File: src/hdl/bmd_pkg.sv
// Shared types and constants for the binary mask dilation unit.
// No dependencies; compile first.
package bmd_pkg;

    // Default sizing of the line store and row window
    localparam int MAX_RADIUS_DEF = 15;
    localparam int MAX_WIDTH_DEF  = 1024;
    localparam int MAX_HEIGHT     = 4096;

    // Field and register widths
    localparam int PIX_W      = 8;
    localparam int HGT_W      = 13;
    localparam int RAD_CFG_W  = 4;
    localparam int WID_CFG_W  = 11;
    localparam int CFG_IDX_W  = 2;
    localparam int CFG_DATA_W = 13;

    // Configuration register indexes
    localparam logic [CFG_IDX_W-1:0] CFG_RADIUS = 2'd0;
    localparam logic [CFG_IDX_W-1:0] CFG_WIDTH  = 2'd1;
    localparam logic [CFG_IDX_W-1:0] CFG_HEIGHT = 2'd2;

    // Controller states
    typedef enum logic [3:0] {
        ST_IDLE,
        ST_MOD,
        ST_WRITE,
        ST_VSCAN,
        ST_VDRAIN,
        ST_HSTART,
        ST_HSETUP,
        ST_HSCAN,
        ST_EMIT,
        ST_ADV
    } t_state;

    // Controller to datapath commands
    typedef struct packed {
        logic load;
        logic mod_step;
        logic write;
        logic vinit;
        logic vscan;
        logic vdrain;
        logic hstart;
        logic hsetup;
        logic hscan;
        logic emit;
        logic next_ox;
        logic advance;
    } t_cmd;

    // Datapath to controller status
    typedef struct packed {
        logic clamp;
        logic mod_done;
        logic do_out;
        logic do_emit;
        logic scan_last;
        logic out_free;
        logic last_ox;
    } t_status;

endpackage

File: src/hdl/bmd_ctrl.sv
// Sequencer for one pixel transaction: store, vertical scan, horizontal runs.
// Depends on bmd_pkg.
module bmd_ctrl (
    input  logic              i_clk,
    input  logic              i_rst_n,
    input  logic              i_in_valid,
    output logic              o_in_ready,
    input  bmd_pkg::t_status  i_status,
    output bmd_pkg::t_cmd     o_cmd
);
    import bmd_pkg::*;

    t_state r_state;
    t_state n_state;

    // State register
    always_ff @(posedge i_clk) begin
        if (!i_rst_n) begin
            r_state <= ST_IDLE;
        end else begin
            r_state <= n_state;
        end
    end

    // Next state and commands
    always_comb begin
        n_state    = r_state;
        o_cmd      = '0;
        o_in_ready = 1'b0;
        unique case (r_state)
            ST_IDLE: begin
                o_in_ready = 1'b1;
                if (i_in_valid) begin
                    o_cmd.load = 1'b1;
                    n_state    = i_status.clamp ? ST_MOD : ST_WRITE;
                end
            end
            ST_MOD: begin
                o_cmd.mod_step = 1'b1;
                if (i_status.mod_done) begin
                    n_state = ST_WRITE;
                end
            end
            ST_WRITE: begin
                o_cmd.write = 1'b1;
                o_cmd.vinit = 1'b1;
                n_state     = i_status.do_out ? ST_VSCAN : ST_ADV;
            end
            ST_VSCAN: begin
                o_cmd.vscan = 1'b1;
                if (i_status.scan_last) begin
                    n_state = ST_VDRAIN;
                end
            end
            ST_VDRAIN: begin
                o_cmd.vdrain = 1'b1;
                n_state      = i_status.do_emit ? ST_HSTART : ST_ADV;
            end
            ST_HSTART: begin
                o_cmd.hstart = 1'b1;
                n_state      = ST_HSETUP;
            end
            ST_HSETUP: begin
                o_cmd.hsetup = 1'b1;
                n_state      = ST_HSCAN;
            end
            ST_HSCAN: begin
                o_cmd.hscan = 1'b1;
                if (i_status.scan_last) begin
                    n_state = ST_EMIT;
                end
            end
            ST_EMIT: begin
                // Hold until the output register is free
                if (i_status.out_free) begin
                    o_cmd.emit = 1'b1;
                    if (i_status.last_ox) begin
                        n_state = ST_ADV;
                    end else begin
                        o_cmd.next_ox = 1'b1;
                        n_state       = ST_HSETUP;
                    end
                end
            end
            ST_ADV: begin
                o_cmd.advance = 1'b1;
                n_state       = ST_IDLE;
            end
            default: begin
                n_state = ST_IDLE;
            end
        endcase
    end

endmodule

File: config.mk
export PLATFORM = sky130hd
export DESIGN_NAME = bmd_ctrl
export DESIGN_NICKNAME = d
export VERILOG_FILES = /design/src/hdl/bmd_pkg.sv /design/src/hdl/bmd_ctrl.sv
export SDC_FILE = /design/constraint.sdc
export NUM_CORES = 1
export LEC_CHECK = 0
export ABC_AREA = 1
export BUFFER_PORTS_ARGS = -buffer_cell sky130_fd_sc_hd__buf_4
export CAP_MARGIN = 40
export CORE_UTILIZATION = 32
export DETAILED_ROUTE_END_ITERATION = 12
export PLACE_DENSITY = 0.62
export SYNTH_ARGS = -nofsm -noshare
export SYNTH_HDL_FRONTEND = slang
export SYNTH_SLANG_ARGS = --single-unit
File: constraint.sdc
create_clock -name i_clk -period 3.7 [get_ports i_clk]
set_clock_uncertainty 0.15 [all_clocks]
set_input_delay 0.74 -clock i_clk [delete_from_list [all_inputs] [get_ports i_clk]]
set_output_delay 0.74 -clock i_clk [all_outputs]
set_load 0.02 [all_outputs]
* After elaboration in Yosys (flattened, before gate mapping)
Index checks and enable logic that the tools add are counted.
** Storage, ports and cells
- Logic and storage cells :: 41
- Bits in registers :: 4
- Bits of input ports :: 10
** Cells by class
- Equal/unequal tests :: 14
- Reductions and logical operators :: 2
- Multiplexer cells :: 24
** Operators with widths (count)
- 4-bit case mux with 9 select lines :: 1
- 4-bit two-way mux :: 8
- 4-bit by 3-bit equality test with 1-bit output (second input constant) :: 4
- 1-bit two-way mux :: 11
- 2-bit inequality test (second input constant) :: 5
- 4-bit by 2-bit equality test with 1-bit output (second input constant) :: 2
- 4-bit equality test (second input constant) :: 2
- 2-bit two-way mux :: 4
- 5-bit AND reduction :: 1
- 4-bit by 1-bit equality test with 1-bit output (second input constant) :: 1
- 4-bit logical NOT :: 1

* Longest topological paths before layout
- Depth in word-level cells :: 3
- Gate-level depth with buffers :: 9
- Gate-level depth less buffers :: 9

* Worst setup path after synthesis
OpenSTA, ideal clock, no wires.
- Path type :: reg2out
- From :: register r_state[1]
- To :: output o_cmd[9] in the netlist's numbering
- Buffers on the path :: 1
- Required time :: 2810 ps
- Slack :: 1531 ps
- Stages on the path, launching flop included :: 4
- Arrival time :: 1279 ps
- Path through :: dfxtp_1 inv_1 nor3_1 buf_4
** RTL lines
- start: declaration :: line bmd_ctrl.sv:13 : t_state r_state;
- start signal: assignment :: line bmd_ctrl.sv:21 : r_state <= n_state;
- end: declaration :: line bmd_ctrl.sv:9 : output bmd_pkg::t_cmd o_cmd

==> impl_results.md <==
- CTS tree: done
- Fmax: 453.0 MHz
- Outcome: complete, no violations
- Area after DPL: 610.6 um^2
- RSZ-0062 raised after global routing: no
- Crit path time final: 2.207 ns
- Most flops, register: r_state
- Remaining antenna violation count: 0
- Row cnt: 12
- Grt ovf: 0
- Die height: 38.89 um
- Via count: 550
- Clock Path Buffers: 2
- Largest net degree at the start of global routing: 8
- Finished Cell Area: 633.1 um^2
- Initial antenna violation count: 0
- Dpl hpwl: 904.4 um
- P_leak: 0.3863 nW
- Area of the mapped netlist: 435.4 um^2
- Vias in the first global route: 468
- Clk sink count: 4
- RD Place Congestion: 0.8348
- Fin Setup TNS: 0 ns
- Chip width: 38.89 um
- Die area: 1512 um^2
- Setup violators final: 0
- Worst Path Arrival: 1.32 ns
- Largest register FFs: 4
- Share of cells above drive strength 1: 37.14%
- YS warnings: 0
- Crit-path leading delay family: flip-flops
- Total CTS buffers: 3
- Max_slew headroom: 82.09%
- Power per cell area: 613.2 nW/um^2
- Hold Path Class: reg -> reg
- Area of the multi-input gates: 280.3 um^2
- Cts repair resizes: 0
- I/O pins: 23
- Critical path type: reg -> out
- Mapped Cells: 81
- Netlist cell types: 16
- Final Hold Fails: 0
- Initial Utilization: 36.71%
- CTS Root Cell: clkbuf_4
- Via-per-instance ratio: 4.622
- H-tree Lvls: 1
- Nets: 117
- CTS clk-pin slew, worst paths: 0.04 ns
- VDD IR-drop max: 326.5 uV
- Worst-Skew Late Latency: 0.24 ns
- Worst Tran Pin Value: 0.2683 ns
- First-pass GRT wire length: 1745 um
- Req. time, crit path: 2.81 ns
- Antenna diode count: 0
- Syn Nets: 91
- Post-synthesis area per instance: 5.376 um^2
- Avg WL per Cell: 9.218 um
- Number of max-cap violations: 0
- CP cell instances: inv_2 > nor2_1 > nand2_1 > inv_1 > buf_4
- Post-synthesis sequential area ratio: 18.39%
- Std-Cell Core Area: 1186 um^2
- Setup bufs post-CTS: 0
- WL final: 1097 um
- Top flop regs: r_state x4
- 1st-pass router iterations: 4
- CP endpoint kind: output port
- Port bufs: 22
- Fin. max-slew vios: 0
- Worst-path fanout max: 5
- Sum of buffers and inverters on the critical path: 3
- # DRC: 0
- Synth Register Bits: 4
- CP max-delay cell: dfxtp_1
- Area Growth Syn to Fin: 45.40%
- Hold Buf Count CTS: 0
- Final period utilization: 59.66%
- Reg area: 80.08 um^2
- Startpoint Class: flop
- DRT iter0 DRCs: 9
- GRT Total Usage: 17.76%
- Crit-path max cell delay: 0.43 ns
- Fillers: 128
[cell usage in the layout, fill, tap and decap left out]
cell type / count
nor3_1: 3
inv_2: 3
a21oi_1: 4
nand2_4: 1
o21ai_0: 1
nand2_2: 3
o21ai_2: 1
buf_4: 22
clkbuf_4: 3
o211ai_1: 1
nor2_2: 6
nor2_1: 8
inv_1: 15
dfxtp_1: 4
nand2_1: 22
nand4_1: 3
nand3_1: 5
[path summary, 6_finish.rpt]
kind / startpoint / to / slack [ns] / cells after the start
min reg2reg: r_state[0] / r_state[0] / 0.44 / 2
max: r_state[2] / o_cmd[3] / 1.49 / 5
min: r_state[0] / r_state[0] / 0.44 / 2
max reg2reg: r_state[2] / r_state[2] / 2.31 / 8
[through the flow]
| step | hold WS, ns | setup WS, ns | utilization (%) | power (mW) | cells |
|---|---|---|---|---|---|
| finish | 0.4382 | 1.493 | 53.38 | 0.3882 | 119 |
| detailed placement | 0.4325 | 1.592 | 51.48 | 0.3349 | 116 |
| global placement | 0.4397 | 1.612 | 51.48 | 0.3350 | 116 |
| CTS | 0.4368 | 1.477 | 53.38 | 0.3916 | 119 |
| floorplan | 0.3855 | 1.531 | - | 0.2595 | 81 |
| global route | 0.4676 | 1.342 | 53.38 | 0.4245 | 119 |
[power breakdown]
group / internal [mW] / total, mW / switching, mW
clock: 0.0363 / 0.0544 / 0.0181
sequential: 0.0552 / 0.0751 / 0.0199
combinational: 0.0994 / 0.259 / 0.159
total: 0.191 / 0.388 / 0.197
[cell type report]
cell class,instances,area share (%)
well taps,14,2.767
inverters,18,10.67
multi-input cells,58,44.27
clock buffers,3,3.557
repair buffers,22,26.09
flip-flops and latches,4,12.65
[worst reg2reg max path, stage by stage, from the launching register on]
cell,delay (ns)
dfxtp_1,0.43
inv_2,0.11
nor2_1,0.19
nand2_1,0.09
nand2_1,0.08
nor2_1,0.05
nand2_1,0.07
nand2_1,0.05
a21oi_1,0.11
[synth_stat cells]
master / count / area share, %
a21oi_1: 4 / 4.6
buf_4: 1 / 1.7
dfxtp_1: 4 / 18
inv_1: 15 / 13
inv_2: 3 / 2.6
nand2_1: 22 / 19
nand2_2: 3 / 4.3
nand2_4: 1 / 2.6
nand3_1: 5 / 5.7
nand4_1: 3 / 4.3
nor2_1: 8 / 6.9
nor2_2: 6 / 8.6
nor3_1: 3 / 3.4
o211ai_1: 1 / 1.7
o21ai_0: 1 / 1.1
o21ai_2: 1 / 2.0
[cell families (layout without fill, tap and decap cells)]
kind of cell | Yosys count | in the layout | share of synthesized area, %
AND/OR/NAND/NOR | 51 | 51 | 54.89
AO/OA/AOI/OAI | 7 | 7 | 9.483
flip-flops | 4 | 4 | 18.39
buffers and inverters | 19 | 43 | 17.24
[per-layer routing]
| layer | share of wire, % | track usage [%] | vias to the layer above |
|---|---|---|---|
| met5 | 0 | 0 | - |
| met4 | 0.73 | 10.34 | 0 |
| met3 | 8.7 | 6.936 | 2 |
| met2 | 43 | 26.67 | 25 |
| met1 | 47 | 21.03 | 227 |
| li1 | - | - | 296 |
(Power assumes the default switching activity.)
